**src/hdl/pdf_pkg.sv**
```systemverilog
// Package for the packet deframer: phase and status codes, register indexes,
// the result record and the sizes of the frame layout.
// No dependencies; every other file of the block uses it by scoped names.
package pdf_pkg;

    localparam int DATA_FRAMES = 12;
    localparam int MARKER_LEN  = 4;

    localparam int IDX_MAX = (DATA_FRAMES > MARKER_LEN) ? DATA_FRAMES : MARKER_LEN;
    localparam int IDX_W   = (IDX_MAX > 1) ? $clog2(IDX_MAX) : 1;

    localparam int BYTE_W    = 8;
    localparam int PAYLOAD_W = 24;
    localparam int BITSEL_W  = 3;
    localparam int CFG_IDX_W = 2;
    localparam int STATUS_W  = 3;

    localparam logic [CFG_IDX_W-1:0] REG_HEAD  = 2'd0;
    localparam logic [CFG_IDX_W-1:0] REG_TAIL  = 2'd1;
    localparam logic [CFG_IDX_W-1:0] REG_UPPER = 2'd2;
    localparam logic [CFG_IDX_W-1:0] REG_LOWER = 2'd3;

    localparam logic [BYTE_W-1:0]   HEAD_RESET  = 8'h00;
    localparam logic [BYTE_W-1:0]   TAIL_RESET  = 8'hFF;
    localparam logic [BITSEL_W-1:0] UPPER_RESET = 3'd4;
    localparam logic [BITSEL_W-1:0] LOWER_RESET = 3'd3;

    typedef enum logic [2:0] {
        PH_HUNT   = 3'd0,
        PH_NUMBER = 3'd1,
        PH_SIZE   = 3'd2,
        PH_DATA   = 3'd3,
        PH_CHECK  = 3'd4,
        PH_INFO   = 3'd5,
        PH_TAIL   = 3'd6
    } phase_t;

    typedef enum logic [STATUS_W-1:0] {
        ST_OK    = 3'd0,
        ST_ZERO  = 3'd1,
        ST_CHECK = 3'd2,
        ST_INFO  = 3'd3,
        ST_TAIL  = 3'd4
    } status_t;

    typedef enum logic [1:0] {
        FOLD_OR  = 2'd0,
        FOLD_AND = 2'd1,
        FOLD_XOR = 2'd2
    } fold_t;

    typedef struct packed {
        status_t               status;
        logic [PAYLOAD_W-1:0]  payload;
        logic [BYTE_W-1:0]     number;
        logic [BYTE_W-1:0]     size;
        logic [BYTE_W-1:0]     check;
    } result_t;

endpackage

```
**src/hdl/pdf_core.sv**
```systemverilog
// Deframer sequencer and datapath: phase register, frame counter, check fold
// and payload shifter, updated once per accepted frame byte.
// Depends on pdf_pkg.
module pdf_core
(
    input  logic                          clk,
    input  logic                          rst_n,
    input  logic                          cfg_write,
    input  logic [pdf_pkg::CFG_IDX_W-1:0] cfg_index,
    input  logic [pdf_pkg::BYTE_W-1:0]    cfg_data,
    input  logic                          byte_fire,
    input  logic [pdf_pkg::BYTE_W-1:0]    byte_in,
    output logic                          res_push,
    output pdf_pkg::result_t              res_data
);

    localparam logic [pdf_pkg::IDX_W-1:0] DATA_LAST   = pdf_pkg::IDX_W'(pdf_pkg::DATA_FRAMES - 1);
    localparam logic [pdf_pkg::IDX_W-1:0] MARKER_LAST = pdf_pkg::IDX_W'(pdf_pkg::MARKER_LEN - 1);

    logic [pdf_pkg::BYTE_W-1:0]    head_reg;
    logic [pdf_pkg::BYTE_W-1:0]    tail_reg;
    logic [pdf_pkg::BITSEL_W-1:0]  upper_reg;
    logic [pdf_pkg::BITSEL_W-1:0]  lower_reg;

    pdf_pkg::phase_t               phase_reg, phase_next;
    logic [pdf_pkg::IDX_W-1:0]     idx_reg, idx_next;
    pdf_pkg::fold_t                fold_reg, fold_next;
    logic [pdf_pkg::BYTE_W-1:0]    acc_reg, acc_next;
    logic [pdf_pkg::PAYLOAD_W-1:0] shift_reg, shift_next;
    logic [pdf_pkg::BYTE_W-1:0]    number_reg, number_next;
    logic [pdf_pkg::BYTE_W-1:0]    size_reg, size_next;

    logic                          emit;
    pdf_pkg::status_t              emit_status;
    logic [pdf_pkg::BYTE_W-1:0]    folded;

    // configuration registers
    always_ff @(posedge clk or negedge rst_n)
    begin
        if (!rst_n)
        begin
            head_reg  <= pdf_pkg::HEAD_RESET;
            tail_reg  <= pdf_pkg::TAIL_RESET;
            upper_reg <= pdf_pkg::UPPER_RESET;
            lower_reg <= pdf_pkg::LOWER_RESET;
        end
        else if (cfg_write)
        begin
            unique case (cfg_index)
                pdf_pkg::REG_HEAD:  head_reg  <= cfg_data;
                pdf_pkg::REG_TAIL:  tail_reg  <= cfg_data;
                pdf_pkg::REG_UPPER: upper_reg <= cfg_data[pdf_pkg::BITSEL_W-1:0];
                pdf_pkg::REG_LOWER: lower_reg <= cfg_data[pdf_pkg::BITSEL_W-1:0];
                default: ;
            endcase
        end
    end

    always_ff @(posedge clk or negedge rst_n)
    begin
        if (!rst_n)
        begin
            phase_reg  <= pdf_pkg::PH_HUNT;
            idx_reg    <= '0;
            fold_reg   <= pdf_pkg::FOLD_OR;
            acc_reg    <= '0;
            shift_reg  <= '0;
            number_reg <= '0;
            size_reg   <= '0;
        end
        else if (byte_fire)
        begin
            phase_reg  <= phase_next;
            idx_reg    <= idx_next;
            fold_reg   <= fold_next;
            acc_reg    <= acc_next;
            shift_reg  <= shift_next;
            number_reg <= number_next;
            size_reg   <= size_next;
        end
    end

    always_comb
    begin
        case (fold_reg)
            pdf_pkg::FOLD_OR:  folded = acc_reg | byte_in;
            pdf_pkg::FOLD_AND: folded = acc_reg & byte_in;
            default:           folded = acc_reg ^ byte_in;
        endcase
    end

    always_comb
    begin
        phase_next  = phase_reg;
        idx_next    = idx_reg;
        fold_next   = fold_reg;
        acc_next    = acc_reg;
        shift_next  = shift_reg;
        number_next = number_reg;
        size_next   = size_reg;
        emit        = 1'b0;
        emit_status = pdf_pkg::ST_OK;

        unique case (phase_reg)
            pdf_pkg::PH_HUNT:
            begin
                if (byte_in == head_reg)
                begin
                    if (idx_reg == MARKER_LAST)
                    begin
                        phase_next = pdf_pkg::PH_NUMBER;
                        idx_next   = '0;
                    end
                    else
                    begin
                        idx_next = idx_reg + 1'b1;
                    end
                end
                else
                begin
                    idx_next = '0;
                end
            end
            pdf_pkg::PH_NUMBER:
            begin
                number_next = byte_in;
                phase_next  = pdf_pkg::PH_SIZE;
            end
            pdf_pkg::PH_SIZE:
            begin
                size_next  = byte_in;
                phase_next = pdf_pkg::PH_DATA;
                idx_next   = '0;
                fold_next  = pdf_pkg::FOLD_OR;
                acc_next   = '0;
                shift_next = '0;
            end
            pdf_pkg::PH_DATA:
            begin
                if (byte_in == '0)
                begin
                    emit        = 1'b1;
                    emit_status = pdf_pkg::ST_ZERO;
                end
                else
                begin
                    shift_next = {shift_reg[pdf_pkg::PAYLOAD_W-3:0],
                                  byte_in[upper_reg], byte_in[lower_reg]};
                    acc_next   = folded;
                    case (fold_reg)
                        pdf_pkg::FOLD_OR:  fold_next = pdf_pkg::FOLD_AND;
                        pdf_pkg::FOLD_AND: fold_next = pdf_pkg::FOLD_XOR;
                        default:           fold_next = pdf_pkg::FOLD_OR;
                    endcase
                    if (idx_reg == DATA_LAST)
                    begin
                        phase_next = pdf_pkg::PH_CHECK;
                        idx_next   = '0;
                    end
                    else
                    begin
                        idx_next = idx_reg + 1'b1;
                    end
                end
            end
            pdf_pkg::PH_CHECK:
            begin
                if (byte_in != acc_reg)
                begin
                    emit        = 1'b1;
                    emit_status = pdf_pkg::ST_CHECK;
                end
                else
                begin
                    phase_next = pdf_pkg::PH_INFO;
                end
            end
            pdf_pkg::PH_INFO:
            begin
                if (byte_in != (number_reg ^ size_reg))
                begin
                    emit        = 1'b1;
                    emit_status = pdf_pkg::ST_INFO;
                end
                else
                begin
                    phase_next = pdf_pkg::PH_TAIL;
                    idx_next   = '0;
                end
            end
            pdf_pkg::PH_TAIL:
            begin
                if (byte_in != tail_reg)
                begin
                    emit        = 1'b1;
                    emit_status = pdf_pkg::ST_TAIL;
                end
                else if (idx_reg == MARKER_LAST)
                begin
                    emit        = 1'b1;
                    emit_status = pdf_pkg::ST_OK;
                end
                else
                begin
                    idx_next = idx_reg + 1'b1;
                end
            end
            default:
            begin
                phase_next = pdf_pkg::PH_HUNT;
                idx_next   = '0;
                acc_next   = '0;
                shift_next = '0;
            end
        endcase

        // any result drops the packet and restarts the head search
        if (emit)
        begin
            phase_next = pdf_pkg::PH_HUNT;
            idx_next   = '0;
            acc_next   = '0;
            shift_next = '0;
        end
    end

    assign res_push         = byte_fire && emit;
    assign res_data.status  = emit_status;
    assign res_data.payload = (emit_status == pdf_pkg::ST_OK) ? shift_reg : '0;
    assign res_data.number  = number_reg;
    assign res_data.size    = size_reg;
    assign res_data.check   = acc_reg;

    a_hunt_after_result: assert property (@(posedge clk) disable iff (!rst_n)
        res_push |=> (phase_reg == pdf_pkg::PH_HUNT) && (idx_reg == '0))
        else $error("phase did not return to hunting after a result");

    a_ok_only_from_tail: assert property (@(posedge clk) disable iff (!rst_n)
        (res_push && res_data.status == pdf_pkg::ST_OK) |-> (phase_reg == pdf_pkg::PH_TAIL))
        else $error("ok result outside the tail phase");

    a_zero_only_in_data: assert property (@(posedge clk) disable iff (!rst_n)
        (res_push && res_data.status == pdf_pkg::ST_ZERO) |->
            (phase_reg == pdf_pkg::PH_DATA && byte_in == '0))
        else $error("zero frame result without a zero data frame");

endmodule

```
**src/hdl/pdf_result_buf.sv**
```systemverilog
// Two-slot result queue: an output register plus a skid slot, so the
// byte side keeps running while a result waits. Depends on pdf_pkg.
module pdf_result_buf
(
    input  logic             clk,
    input  logic             rst_n,
    input  logic             push,
    input  pdf_pkg::result_t push_data,
    output logic             full,
    output logic             out_valid,
    input  logic             out_ready,
    output pdf_pkg::result_t out_data
);

    logic             head_v_reg, head_v_next;
    logic             skid_v_reg, skid_v_next;
    pdf_pkg::result_t head_reg, head_next;
    pdf_pkg::result_t skid_reg, skid_next;
    logic             pop;

    assign pop       = head_v_reg && out_ready;
    assign full      = head_v_reg && skid_v_reg;
    assign out_valid = head_v_reg;
    assign out_data  = head_reg;

    always_comb
    begin
        head_v_next = head_v_reg;
        skid_v_next = skid_v_reg;
        head_next   = head_reg;
        skid_next   = skid_reg;
        if (skid_v_reg)
        begin
            // advance the skid slot into the output register
            if (pop)
            begin
                head_next   = skid_reg;
                skid_v_next = 1'b0;
            end
        end
        else if (head_v_reg && !pop)
        begin
            if (push)
            begin
                skid_next   = push_data;
                skid_v_next = 1'b1;
            end
        end
        else
        begin
            head_v_next = push;
            if (push)
            begin
                head_next = push_data;
            end
        end
    end

    always_ff @(posedge clk or negedge rst_n)
    begin
        if (!rst_n)
        begin
            head_v_reg <= 1'b0;
            skid_v_reg <= 1'b0;
        end
        else
        begin
            head_v_reg <= head_v_next;
            skid_v_reg <= skid_v_next;
        end
    end

    always_ff @(posedge clk)
    begin
        head_reg <= head_next;
        skid_reg <= skid_next;
    end

    a_no_push_when_full: assert property (@(posedge clk) disable iff (!rst_n)
        push |-> !full)
        else $error("result pushed into a full queue");

    a_skid_implies_head: assert property (@(posedge clk) disable iff (!rst_n)
        skid_v_reg |-> head_v_reg)
        else $error("skid slot holds a result while output register is empty");

    a_skid_moves_up: assert property (@(posedge clk) disable iff (!rst_n)
        (pop && skid_v_reg) |=> (head_v_reg && head_reg == $past(skid_reg)))
        else $error("skid result lost on pop");

endmodule

```
**src/hdl/packet_deframer_unit.sv**
```systemverilog
// Top level of the packet deframer: byte channel in, status channel out,
// plain configuration write port. Depends on pdf_pkg, pdf_core, pdf_result_buf.
//
// The unit takes one frame byte per clock cycle while in_ready is high; each
// accepted byte updates the phase, counter, check fold and payload shifter in
// that same edge. A byte ending a packet (last tail byte or first failing byte)
// yields one status transaction, on out_valid the cycle after if the queue is
// empty. Results go into a two-slot queue; in_ready is low only while both slots
// hold untaken results. A full packet is 4 head, 2 header, 12 data, 1 check,
// 1 info and 4 tail bytes. Registers must be written with cfg_write only while
// the unit is idle; the block does not enforce it. No reset sweep or warm-up.
module packet_deframer_unit
(
    input  logic                          clk,
    input  logic                          rst_n,
    input  logic                          cfg_write,
    input  logic [pdf_pkg::CFG_IDX_W-1:0] cfg_index,
    input  logic [pdf_pkg::BYTE_W-1:0]    cfg_data,
    input  logic                          in_valid,
    output logic                          in_ready,
    input  logic [pdf_pkg::BYTE_W-1:0]    frame_byte,
    output logic                          out_valid,
    input  logic                          out_ready,
    output logic [pdf_pkg::STATUS_W-1:0]  status,
    output logic [pdf_pkg::PAYLOAD_W-1:0] payload,
    output logic [pdf_pkg::BYTE_W-1:0]    packet_number,
    output logic [pdf_pkg::BYTE_W-1:0]    packet_size,
    output logic [pdf_pkg::BYTE_W-1:0]    computed_check
);

    logic             byte_fire;
    logic             res_push;
    logic             full;
    pdf_pkg::result_t res_data;
    pdf_pkg::result_t out_data;

    assign in_ready  = !full;
    assign byte_fire = in_valid && in_ready;

    pdf_core u_core
    (
        .clk       (clk),
        .rst_n     (rst_n),
        .cfg_write (cfg_write),
        .cfg_index (cfg_index),
        .cfg_data  (cfg_data),
        .byte_fire (byte_fire),
        .byte_in   (frame_byte),
        .res_push  (res_push),
        .res_data  (res_data)
    );

    pdf_result_buf u_result_buf
    (
        .clk       (clk),
        .rst_n     (rst_n),
        .push      (res_push),
        .push_data (res_data),
        .full      (full),
        .out_valid (out_valid),
        .out_ready (out_ready),
        .out_data  (out_data)
    );

    assign status         = out_data.status;
    assign payload        = out_data.payload;
    assign packet_number  = out_data.number;
    assign packet_size    = out_data.size;
    assign computed_check = out_data.check;

endmodule

```
**config.mk**
```make
export PLATFORM = sky130hd
export DESIGN_NAME = packet_deframer_unit
export DESIGN_NICKNAME = d
export VERILOG_FILES = /design/src/hdl/pdf_pkg.sv /design/src/hdl/pdf_core.sv /design/src/hdl/pdf_result_buf.sv /design/src/hdl/packet_deframer_unit.sv
export SDC_FILE = /design/constraint.sdc
export NUM_CORES = 1
export LEC_CHECK = 0
export ABC_AREA = 1
export BUFFER_PORTS_ARGS = -buffer_cell sky130_fd_sc_hd__buf_2
export CORE_UTILIZATION = 50
export DETAILED_ROUTE_END_ITERATION = 10
export GPL_TIMING_DRIVEN = 1
export PLACE_DENSITY = 0.73
export SETUP_SLACK_MARGIN = 0.4
export SYNTH_ARGS = -nofsm -noshare
export SYNTH_HDL_FRONTEND = slang
export SYNTH_SLANG_ARGS = --single-unit
```
**constraint.sdc**
```tcl
create_clock -name clk -period 14 [get_ports clk]
set_input_delay 0.7 -clock clk [delete_from_list [all_inputs] [get_ports clk]]
set_output_delay 0.7 -clock clk [all_outputs]
set_load 0.005 [all_outputs]
```
### After elaboration in Yosys (flattened, before gate mapping)

Cells that the tools add are included.

| word-level totals | value |
|---|---|
| register bits | 183 |
| bits of input ports | 23 |
| output and inout bits | 53 |
| word-level logic and storage cells | 142 |

| operators by class | value |
|---|---|
| $add $sub $neg | 1 |
| magnitude comparators | 2 |
| eq/ne operators | 30 |
| muxes and demuxes | 51 |
| bitwise operators | 6 |
| reductions and logical operators | 29 |

Operators by type and width:

| cell | number |
|---|---|
| 2-to-1 mux 51 bit | 4 |
| 2-to-1 mux 24 bit | 3 |
| case mux 24 bit (2 select lines) | 1 |
| 2-to-1 mux 4 bit | 8 |
| case mux 8 bit (2 select lines) | 2 |
| 2-to-1 mux 3 bit | 8 |
| inequality test 8 bit | 3 |
| case mux 3 bit (7 select lines) | 1 |
| case mux 4 bit (5 select lines) | 1 |
| 2-to-1 mux 8 bit | 2 |
| bitwise XOR 8 bit | 2 |
| inequality test 3 x 2 -> 1 bit (second input constant) | 5 |
| AND reduction 2 bit | 7 |
| 2-to-1 mux 1 bit | 12 |
| case mux 3 bit (4 select lines) | 1 |
| AND reduction 3 bit | 4 |
| equality test 3 bit (second input constant) | 3 |
| inequality test 3 x 1 -> 1 bit (second input constant) | 3 |
| AND 8 bit | 1 |
| equality test 8 bit | 1 |
| logical NOT 8 bit | 1 |
| less-than comparator 3 x 4 -> 1 bit (second input constant) | 2 |
| inequality test 2 x 1 -> 1 bit (second input constant) | 4 |
| bitwise OR 8 bit | 1 |
| other kinds (22) | 39 |

### Logic depth before layout (Yosys ltp)

Gate-level depths: netlist of the first run.

| depth | value |
|---|---|
| depth after elaboration | 9 |
| mapped depth | 16 |

### Modules after synthesis

From an unflattened synthesis of the first run, not the netlist that was laid out.

| second synthesis, totals | value |
|---|---|
| cell total of the unflattened synthesis | 943 |
| area total of the unflattened synthesis | 8747.1 um^2 |

Modules (own cells, without submodules):

| module | times used | cells each | area each (um^2) | seq. area each (um^2) |
|---|---|---|---|---|
| pdf_core | 1 | 655 | 4809.6 | 1990.7 |
| pdf_result_buf | 1 | 285 | 3923.8 | 3113.0 |
| packet_deframer_unit | 1 | 3 | 13.8 | 0.0 |

### Worst setup path after synthesis of the first run

No wires, ideal clock.

| timing path | value |
|---|---|
| path type | input port to flip-flop |
| start | in frame_byte[4] (netlist bit) |
| end | reg u_result_buf.head_reg (netlist bit u_result_buf.out_data[0]) (enable) |
| arrival time | 4.501 ns |
| data required time | 13.523 ns |
| setup slack | 9.022 ns |
| cell stages on the path | 13 |
| path buffers | 3 |
| path through | buf_2 > inv_1 > ha_1 > nor2_1 > nand2_1 > nor2_1 > nor2_1 > nor2_2 > nand3_2 > buf_6 > buf_6 > nand2_1 > a21oi_1 |

| on the way | value |
|---|---|
| longest elaborated chain between the ends | 6 |

Ends and longest elaborated chain:

| what | line | text |
|---|---|---|
| start, declared | packet_deframer_unit.sv:21 | `input logic [pdf_pkg::BYTE_W-1:0] frame_byte,` |
| inequality test 8 bit (tied with other cells) | pdf_core.sv:193 | `if (byte_in != tail_reg)` |
| 2-to-1 mux 1 bit, on equally long branches | n/a |  |
| case mux 1 bit (4 select lines) * | pdf_core.sv:104 | `unique case (phase_reg)` |
| logical AND 1 bit * | pdf_core.sv:227 | `assign res_push = byte_fire && emit;` |
| nonzero test 2 bit (no source line) * | n/a |  |
| AND reduction 3 bit (no source line) * | n/a |  |
| end signal, assigned | pdf_result_buf.sv:75 | `head_reg <= head_next;` |
| end, declared | pdf_result_buf.sv:17 | `pdf_pkg::result_t head_reg, head_next;` |

Every way passes the cells marked *; elsewhere a longest branch is shown, timed or not.
A chain may end at the register's enable or synchronous reset.

### Final worst setup path of the first run

| timing path | value |
|---|---|
| start | reg u_core.idx_reg[0] (netlist bit) |
| end | reg u_result_buf.skid_reg[9] (netlist bit) (enable) |

| on the way | value |
|---|---|
| longest elaborated chain between the ends | 6 |

Ends and longest elaborated chain:

| what | line | text |
|---|---|---|
| start, declared | pdf_core.sv:26 | `logic [pdf_pkg::IDX_W-1:0] idx_reg, idx_next;` |
| start signal, assigned | pdf_core.sv:74 | `idx_reg <= idx_next;` |
| equality test 4 x 2 -> 1 bit | pdf_core.sv:198 | `else if (idx_reg == MARKER_LAST)` |
| 2-to-1 mux 1 bit | pdf_core.sv:198 |  |
| 2-to-1 mux 1 bit | pdf_core.sv:193 |  |
| case mux 1 bit (4 select lines) | pdf_core.sv:104 |  |
| logical AND 1 bit | pdf_core.sv:227 |  |
| AND reduction 3 bit (no source line) | n/a |  |
| end signal, assigned | pdf_result_buf.sv:76 | `skid_reg <= skid_next;` |
| end, declared | pdf_result_buf.sv:18 | `pdf_pkg::result_t skid_reg, skid_next;` |

No other way between the ends.

==> reports/metrics.yaml, run 1 <==
syn_area_per_cell_sq_um: 8.865
cts_resized: 0
vias_per_cell: 5.146
h-tree-depth: 4
max_freq_ghz: 0.2779
synthArstFlopShare_pct: 44.26
setup_ws_ns: 10.40
placementRows: 48
yosysMostFrequentCell: "nand2_1"
cts_tree: "yes"
clkTransAtPathRegs_ns: 0.07
cp.arrival_ns: 3.67
area_growth_pct: 12.18
cellPowerDensity_nw_per_um2: 112.6
post-route-util_pct: 57.41
drive_above_1_share_pct: 14.00
antenna_found_initial: 0
finalMaxSlewViolations: 0
crit_required_ns: 14.07
initial_core_util_pct: 51.18
gp_congestion: 0.8784
dieArea_sq_um: 18180
synth_cells: 995
ys_types: 32
postCtsSetupBuffers: 0
fp.dieW_um: 134.8
hold_ws_ns: 0.2363
routed_wl_mm: 18.56
numCtsBuffers: 17
grt_pass1_vias: 5940
worstSetupPathType: "flip-flop to flip-flop"
grt_setup_unrepaired: "false"
drt_iter0_markers: 532
hold_violations: 0
fill_cells: 1502
globalRouteTotalUtil_pct: 21.76
fin_area_sq_um: 9896
status: "finished clean"
fin_nets: 1091
cts_root_buf: "clkbuf_16"
crit_fanout: 39
ios: 76
finalSetupViolCount: 0
min_period_ns: 3.599
dp_hpwl_mm: 12.49
netlist.area_leader.share_pct: 34.72
fp.coreArea_sq_um: 17240
synth_area_sq_um: 8821
peakVddDrop_mv: 0.08575
fin_worst_skew_ns: 0.007083
startpoint_type: "flip-flop"
cp-end-kind: "flip-flop"
synth_top_flop_cell: "edfxtp_1"
num_antenna_cells: 0
syn_nets: 1035
avgRoutedWirePerCell_um: 14.40
gr-total-overflow: 0
num_vias: 6633
worstPathCellList: "ha_1, nand2_1, nor2_1, inv_1, nand3_1, nand2_1, nand3_2, nand2_1, nor2_4, buf_4"
maxCapViolations: 0
grt_pass1_wl_mm: 30.45
port_buffers: 75
drc_errors: 0
synthTopCellsByCount: "321 x nand2_1, 102 x edfxtp_1, 97 x inv_1"
multi_input_area_sq_um: 3117
setup_tns_ns: 0
slowest_stage: "nand3_2"
worst-path-stages: 10
holdBufCountCts: 0
ff2ff_setup_slack_ns: 10.40
grt_max_degree: 82
critPathBufInv: 2
ys_seq_elements: 183
p_leak_nw: 4.423
cts_num_sinks: 183
regArea_sq_um: 5105
die_y_um: 134.8
worst_pin_slew_ns: 0.9244
synth_top_area_cell: "edfxtp_1"
dp_slack_ns: 9.987
ys_warn_count: 0
path_common_cell: "nand2_1"
min_period_over_period_pct: 25.70
synthTopCellsByArea: "edfxtp_1 35%, dfrtp_1 20%, nand2_1 14%, nand3_1 5.2%, o21ai_0 4.9%"
ant_nets: 0
clkLatencyLatePin_ns: 0.44
crit_family: "simple AND/OR/NAND/NOR gates"
reg2reg_depth: 10
clock_tree.buffer_depth: 2
slowest_delay_ns: 0.69
post_dp_cell_area_sq_um: 9311
synth_edf_count: 102
synth-seq-area-share_pct: 57.86
hold_class: "input port to async pin"
drt_pre_antenna_iters: 5
slew_headroom_pct: 38.23
## final timing paths
check,from,endpoint
min in group clk,cfg_data[5],u_core.tail_reg[5]$_DFFE_PN1P_
hold / removal,rst_n,u_core.shift_reg[22]$_DFFE_PN0P_
setup reg to reg,u_core.idx_reg[0]$_DFFE_PN0P_,u_result_buf.skid_reg[9]$_DFFE_PP_
setup / recovery,u_core.idx_reg[0]$_DFFE_PN0P_,u_result_buf.skid_reg[9]$_DFFE_PP_
hold reg to reg,u_core.tail_reg[4]$_DFFE_PN1P_,u_core.tail_reg[4]$_DFFE_PN1P_
max in group asynchronous,rst_n,u_result_buf.skid_v_reg$_DFF_PN0_
## worst register-to-register path, stage by stage, from the launching register on
cell and delay, ns:
dfrtp_1 0.44, ha_1 0.24, nand2_1 0.06, nor2_1 0.22, inv_1 0.07, nand3_1 0.09, nand2_1 0.14, nand3_2 0.69
nand2_1 0.25, nor2_4 0.48, buf_4 0.54
## area by class of cell
type	instances	area share, %
sequential	183	51.59
clock inverter	15	1.606
clock buffer	17	4.299
multi-input combinational	665	31.50
timing repair buffer	80	4.198
tap	225	2.845
inverter	104	3.970
## stage by stage
step                std cells  total power (W)
global placement         1257        0.0006529
finish                   1289         0.001114
CTS                      1289         0.001124
global route             1289         0.001157
floorplan                 995        0.0006328
detailed placement       1257        0.0006544
## power by group
group	internal [W]	switching (W)	leakage [nW]
Clock	0.000253	0.000218	0.289
Combinational	0.0000207	0.0000341	2.04
Sequential	0.000578	0.0000104	2.09
Total	0.000852	0.000262	4.42
## layout by cell type, fill, tap and decap left out, types with 3 or more instances in the layout
| cell | instances |
|---|---|
| clkinv_4 | 3 |
| xor2_1 | 4 |
| buf_2 | 74 |
| xnor2_1 | 14 |
| a21oi_1 | 10 |
| nand3_1 | 91 |
| nor2_1 | 86 |
| inv_2 | 5 |
| ha_1 | 17 |
| buf_4 | 6 |
| clkbuf_16 | 17 |
| inv_1 | 97 |
| o311ai_0 | 6 |
| nand4_1 | 6 |
| nor2_2 | 10 |
| dfrtp_1 | 69 |
| inv_8 | 3 |
| dfstp_2 | 11 |
| inv_6 | 5 |
| edfxtp_1 | 102 |
| nand2_1 | 321 |
| o21ai_0 | 86 |
## per-layer routing
metal  vias up  wire, um  GRT usage [%]
li1       3336         -              -
met1      3081      8599          31.44
met2       188      8622          32.76
met3        28      1007          3.679
met4         0       333          8.739
met5         -         0              0
## kinds of logic after synthesis
logic type | Yosys count | share of synthesized area (%)
buf+inv | 147 | 7.021
fa+ha+maj | 17 | 2.411
xor+xnor | 18 | 1.787
compound gates | 105 | 6.241
simple gates | 525 | 24.68
flops | 183 | 57.86
No activity file was read; power rests on OpenSTA's default activity.
==> inputs of run 2 (changes only) <==
- ABC_AREA: 1 -> 0
- clock period: 14 -> 3.7 ns (I/O delays scaled with it)
==> run 2 against run 1 <==
Net effect:
- clock skew up 0.0025 ns
- maximum frequency is 20% higher
- final cell count fell by 28%
- cell area shrank 5.7%
- global-route usage fell by 1.7 points
- core utilization increased by 1.1 points
- total power increased to 5.8 times the previous value
- largest power group unchanged
- register-to-register slack got worse by 9.7 ns
- sequential share of layout area rose by 3.1 points
- worst hold slack lost 0.19 ns
- non-clock buffer count increased by 8
- flip-flop and latch count unchanged
==> reports/metrics.yaml, run 2 <==
worstSetupPathType: "flip-flop to flip-flop"
initial_core_util_pct: 51.23
cp.arrival_ns: 3.37
ys_warn_count: 0
max_freq_ghz: 0.3328
clock_tree.buffer_depth: 2
synthTopCellsByArea: "edfxtp_1 38%, dfrtp_1 21%, mux2_2 7.0%, a22o_1 3.9%, dfstp_2 3.5%"
worst_pin_slew_ns: 1.167
setup_ws_ns: 0.6955
fin_nets: 740
cts_tree: "yes"
slew_headroom_pct: 22.02
hold_class: "input port to flip-flop"
syn_nets: 672
cellPowerDensity_nw_per_um2: 687.2
area_growth_pct: 14.26
fp.coreArea_sq_um: 15940
synth_top_flop_cell: "edfxtp_1"
grt_pass1_vias: 5052
status: "finished clean"
grt_pass1_wl_mm: 25.44
ios: 76
reg2reg_depth: 8
ys_types: 43
grt_setup_unrepaired: "false"
mostFrequentLayoutCells: "102 x edfxtp_1, 74 x buf_2, 69 x dfrtp_1"
hold_violations: 0
antenna_found_initial: 0
maxCapViolations: 0
synth_area_sq_um: 8168
vias_per_cell: 5.456
cts_root_buf: "clkbuf_16"
synth_edf_count: 102
peakVddDrop_mv: 0.3798
startpoint_type: "flip-flop"
placementRows: 46
holdBufCountCts: 7
drc_errors: 0
drt_iter0_markers: 410
min_period_ns: 3.004
ff2ff_setup_slack_ns: 0.70
synth_top_area_cell: "edfxtp_1"
finalMaxSlewViolations: 0
clkLatencyLatePin_ns: 0.43
num_antenna_cells: 0
ant_nets: 0
setup_tns_ns: 0
h-tree-depth: 4
fin_cells: 929
fin_worst_skew_ns: 0.009562
final_common_cell: "edfxtp_1"
crit_required_ns: 4.06
min_period_over_period_pct: 81.20
p_leak_nw: 3.778
worstReg2RegEnd: "u_core.shift_reg[1]$_DFFE_PN0P_"
cp-end-kind: "flip-flop"
die_y_um: 129.8
fin_area_sq_um: 9333
dieArea_sq_um: 16850
place_inst: 890
syn_area_per_cell_sq_um: 12.92
clkTransAtPathRegs_ns: 0.06
synth_cells: 632
dp_hpwl_mm: 9.993
port_buffers: 75
startpoint: "u_core.acc_reg[1]$_DFFE_PN0P_"
fp.dieW_um: 129.8
globalRouteTotalUtil_pct: 20.07
crit_fanout: 32
gr-total-overflow: 0
cts_resized: 0
routed_wl_mm: 15.50
numCtsBuffers: 17
ys_seq_elements: 183
cp-endpoint: "u_core.shift_reg[1]$_DFFE_PN0P_"
postCtsSetupBuffers: 0
synthArstFlopShare_pct: 44.26
gp_congestion: 0.8894
num_vias: 5069
yosysMostFrequentCell: "edfxtp_1"
cts_num_sinks: 183
avgRoutedWirePerCell_um: 16.69
crit-reg2reg-launch: "u_core.acc_reg[1]$_DFFE_PN0P_"
synth-seq-area-share_pct: 62.48
netlist.area_leader.share_pct: 37.50
post_dp_cell_area_sq_um: 8702
finalSetupViolCount: 0
drt_pre_antenna_iters: 4
grt_max_degree: 91
drive_above_1_share_pct: 25.67
dp_slack_ns: 0.6674
synthTopCellsByCount: "102 x edfxtp_1, 70 x dfrtp_1, 61 x nand2_1"
==> run 2: stage by stage <==
stage | utilization [%] | total power [W] | hold WS (ns)
after floorplan | - | 0.004247 | -0.1106
after global placement | 54.58 | 0.004634 | 0.4105
after detailed placement | 54.58 | 0.004716 | 0.4167
after CTS | 58.54 | 0.006445 | 0.03893
after global routing | 58.54 | 0.006763 | 0.04495
final | 58.54 | 0.006414 | 0.05078
==> run 2: cell type report <==
type	instances	area (sq um)
Clock buffer	21	460.4
Sequential cell	183	5105
Tap cell	216	270.3
Timing Repair Buffer	88	493.0
Multi-Input combinational cell	363	2728
Inverter	47	176.4
Fill cell	1272	6610
Clock inverter	11	100.1
==> run 2: logic make-up (layout without fill, tap and decap cells) <==
kind of cell	count (synthesis)	in the layout	synth area share [%]
flops	183	183	62.48
simple gates	148	148	8.241
compound gates	117	117	10.28
buf+inv	86	167	4.458
mux	55	55	8.134
xor+xnor	26	26	3.799
fa+ha+maj	17	17	2.604
==> run 2: worst min path at each step <==
stage                                                    to        start  cells after the start
after floorplan               u_core.acc_reg[0]$_DFFE_PN0P_        rst_n                      0
after global routing         u_core.tail_reg[2]$_DFFE_PN1P_  cfg_data[2]                      2
after CTS                   u_core.lower_reg[2]$_DFFE_PN0P_  cfg_data[2]                      2
final                        u_core.tail_reg[2]$_DFFE_PN1P_  cfg_data[2]                      2
after detailed placement  u_result_buf.skid_v_reg$_DFF_PN0_    out_ready                      2
after global placement    u_result_buf.skid_v_reg$_DFF_PN0_    out_ready                      2
==> run 2: worst max-delay path, cell delays in order (launching register included) <==
cell	delay [ns]
dfrtp_1	0.39
inv_1	0.07
ha_1	0.29
nor4_1	0.42
a211o_1	0.21
nand2_1	0.10
a311o_4	0.45
o21ai_4	0.71
a22o_1	0.26
==> run 2: routing by layer <==
metal | part of all wire [%] | vias to the layer above | global-route usage (%)
met5 | 0 | - | 0
met3 | 4.6 | 24 | 4.510
met2 | 49 | 112 | 31.33
met1 | 45 | 2531 | 27.03
li1 | - | 2402 | -
met4 | 1.9 | 0 | 9.029
==> run 2: where the power goes <==
| part | switching (W) | internal (W) |
|---|---|---|
| registers | 0.000352 | 0.00265 |
| logic | 0.000917 | 0.000771 |
| clock network | 0.000759 | 0.000962 |
| total | 0.00203 | 0.00439 |
==> inputs of run 3 (changes only) <==
- clock period: 3.7 -> 2.83 ns (I/O delays scaled with it)
==> run 3 against run 2 <==
Net effect:
- combinational power increased by 72%
- worst hold slack improved by 0.032 ns
- sequential power increased by 29%
- core utilization increased by 4.1 points
- cell area increased by 7.1%
- via count increased by 6.7%
- maximum frequency increased by 18%
- critical path depth increased by 1
- total power increased by 40%
- sequential share of layout area decreased by 3.6 points
- critical endpoint is now u_result_buf.out_data[29]$_DFFE_PP_
- highest routed layer unchanged
==> reports/metrics.yaml, run 3 (synthesis results as in run 2) <==
drt_pre_antenna_iters: 5
hold-path-cell-count: 2
dp_hpwl_mm: 10.13
ant_nets: 0
fin_cells: 973
grt_pass1_wl_mm: 26.81
final_common_cell: "edfxtp_1"
vias_per_cell: 5.561
globalRouteTotalUtil_pct: 21.29
fin_nets: 784
clkTransAtPathRegs_ns: 0.06
numCtsBuffers: 17
drive_above_1_share_pct: 31.97
hold_violations: 0
grt_pass1_vias: 5219
cts_root_buf: "clkbuf_16"
worst_pin_slew_ns: 1.042
finalMaxSlewViolations: 0
grt_setup_unrepaired: "true"
avgRoutedWirePerCell_um: 18.02
gr-total-overflow: 0
gp_congestion: 0.8503
hold_class: "input port to flip-flop"
slew_headroom_pct: 30.56
peakVddDrop_mv: 0.5814
grt_max_degree: 91
setup_tns_ns: 0
min_period_ns: 2.536
cts_tree: "yes"
h-tree-depth: 4
placementRows: 46
status: "finished clean"
drc_errors: 0
cp.arrival_ns: 2.72
drt_iter0_markers: 512
p_total_w: 0.008947
post_dp_cell_area_sq_um: 8772
num_antenna_cells: 0
crit_required_ns: 3.02
fp.coreArea_sq_um: 15940
routed_wl_mm: 17.53
startpoint_type: "flip-flop"
max_freq_ghz: 0.3943
reg2reg_depth: 9
mostFrequentLayoutCells: "102 x edfxtp_1, 74 x buf_2, 67 x dfrtp_1"
initial_core_util_pct: 51.23
cts_num_sinks: 183
maxCapViolations: 0
ff2ff_setup_slack_ns: 0.29
port_buffers: 75
num_vias: 5411
p_leak_nw: 4.082
die_y_um: 129.8
fin_worst_skew_ns: 0.006898
finalSetupViolCount: 0
area_growth_pct: 22.35
clkLatencyLatePin_ns: 0.43
crit_fanout: 13
min_period_over_period_pct: 89.61
ios: 76
dieArea_sq_um: 16850
cellPowerDensity_nw_per_um2: 895.3
cp-end-kind: "flip-flop"
fp.dieW_um: 129.8
worstSetupPathType: "flip-flop to flip-flop"
clock_tree.buffer_depth: 2
place_inst: 893
antenna_found_initial: 0
fin_area_sq_um: 9993
run 3: cell type report:
| class | count | area (sq um) |
|---|---|---|
| fillers | 1210 | 5949 |
| flip-flops and latches | 183 | 5107 |
| multi-input cells | 363 | 2850 |
| repair buffers | 132 | 1052 |
| clock buffers | 18 | 429.2 |
| well taps | 216 | 270.3 |
| inverters | 47 | 176.4 |
| clock inverters | 14 | 107.6 |
run 3: path summary, 6_finish.rpt:
path                                             startpoint                             endpoint
max in group asynchronous                             rst_n     u_core.number_reg[0]$_DFFE_PN0P_
hold reg to reg              u_core.size_reg[2]$_DFFE_PN0P_  u_result_buf.skid_reg[10]$_DFFE_PP_
hold / removal                                frame_byte[7]       u_core.size_reg[7]$_DFFE_PN0P_
setup reg to reg           u_core.number_reg[0]$_DFFE_PN0P_  u_result_buf.out_data[29]$_DFFE_PP_
setup / recovery           u_core.number_reg[0]$_DFFE_PN0P_  u_result_buf.out_data[29]$_DFFE_PP_
min in group asynchronous                             rst_n    u_result_buf.skid_v_reg$_DFF_PN0_
run 3: metal layers:
| metal | GRT usage (%) | vias to the layer above | wire length (um) |
|---|---|---|---|
| met5 | 0 | - | 0 |
| met4 | 7.114 | 0 | 308 |
| met3 | 5.494 | 24 | 986 |
| met2 | 35.58 | 199 | 8734 |
| met1 | 27.11 | 2688 | 7501 |
| li1 | - | 2500 | - |
run 3: power breakdown:
part | internal [W] | total [W] | switching, W
clock | 0.00120 | 0.00216 | 0.000959
sequential | 0.00347 | 0.00389 | 0.000423
combinational | 0.00140 | 0.00290 | 0.00149
run 3: critical path, stage by stage (launching register included):
cell and delay [ns]:
dfrtp_2 0.42, xnor3_1 0.27, nand2_1 0.08, o41a_1 0.47, a311o_4 0.42, nand2_4 0.08
o31ai_4 0.10, buf_6 0.19, buf_12 0.12, buf_16 0.15
run 3: per-stage QoR:
step           worst slack [ns]  hold WS, ns  utilization [%]
2_1_floorplan           -0.3151      -0.1541                -
3_3_place_gp             0.2889       0.3666            55.02
3_5_place_dp             0.2173       0.3812            55.02
4_1_cts                  0.3273      0.06273            61.40
5_1_grt                  0.2140      0.07509            62.68
6_report                 0.2939      0.08228            62.68
run 3: repair_timing:
action	4_1_cts	5_1_grt
endpoints found under the setup margin	134	162
gates resized for setup	21	11
cloned	3	6
endpoints found under the hold margin	88	0
pin swaps	12	6
buffers inserted	22	7
hold buffers	10	0
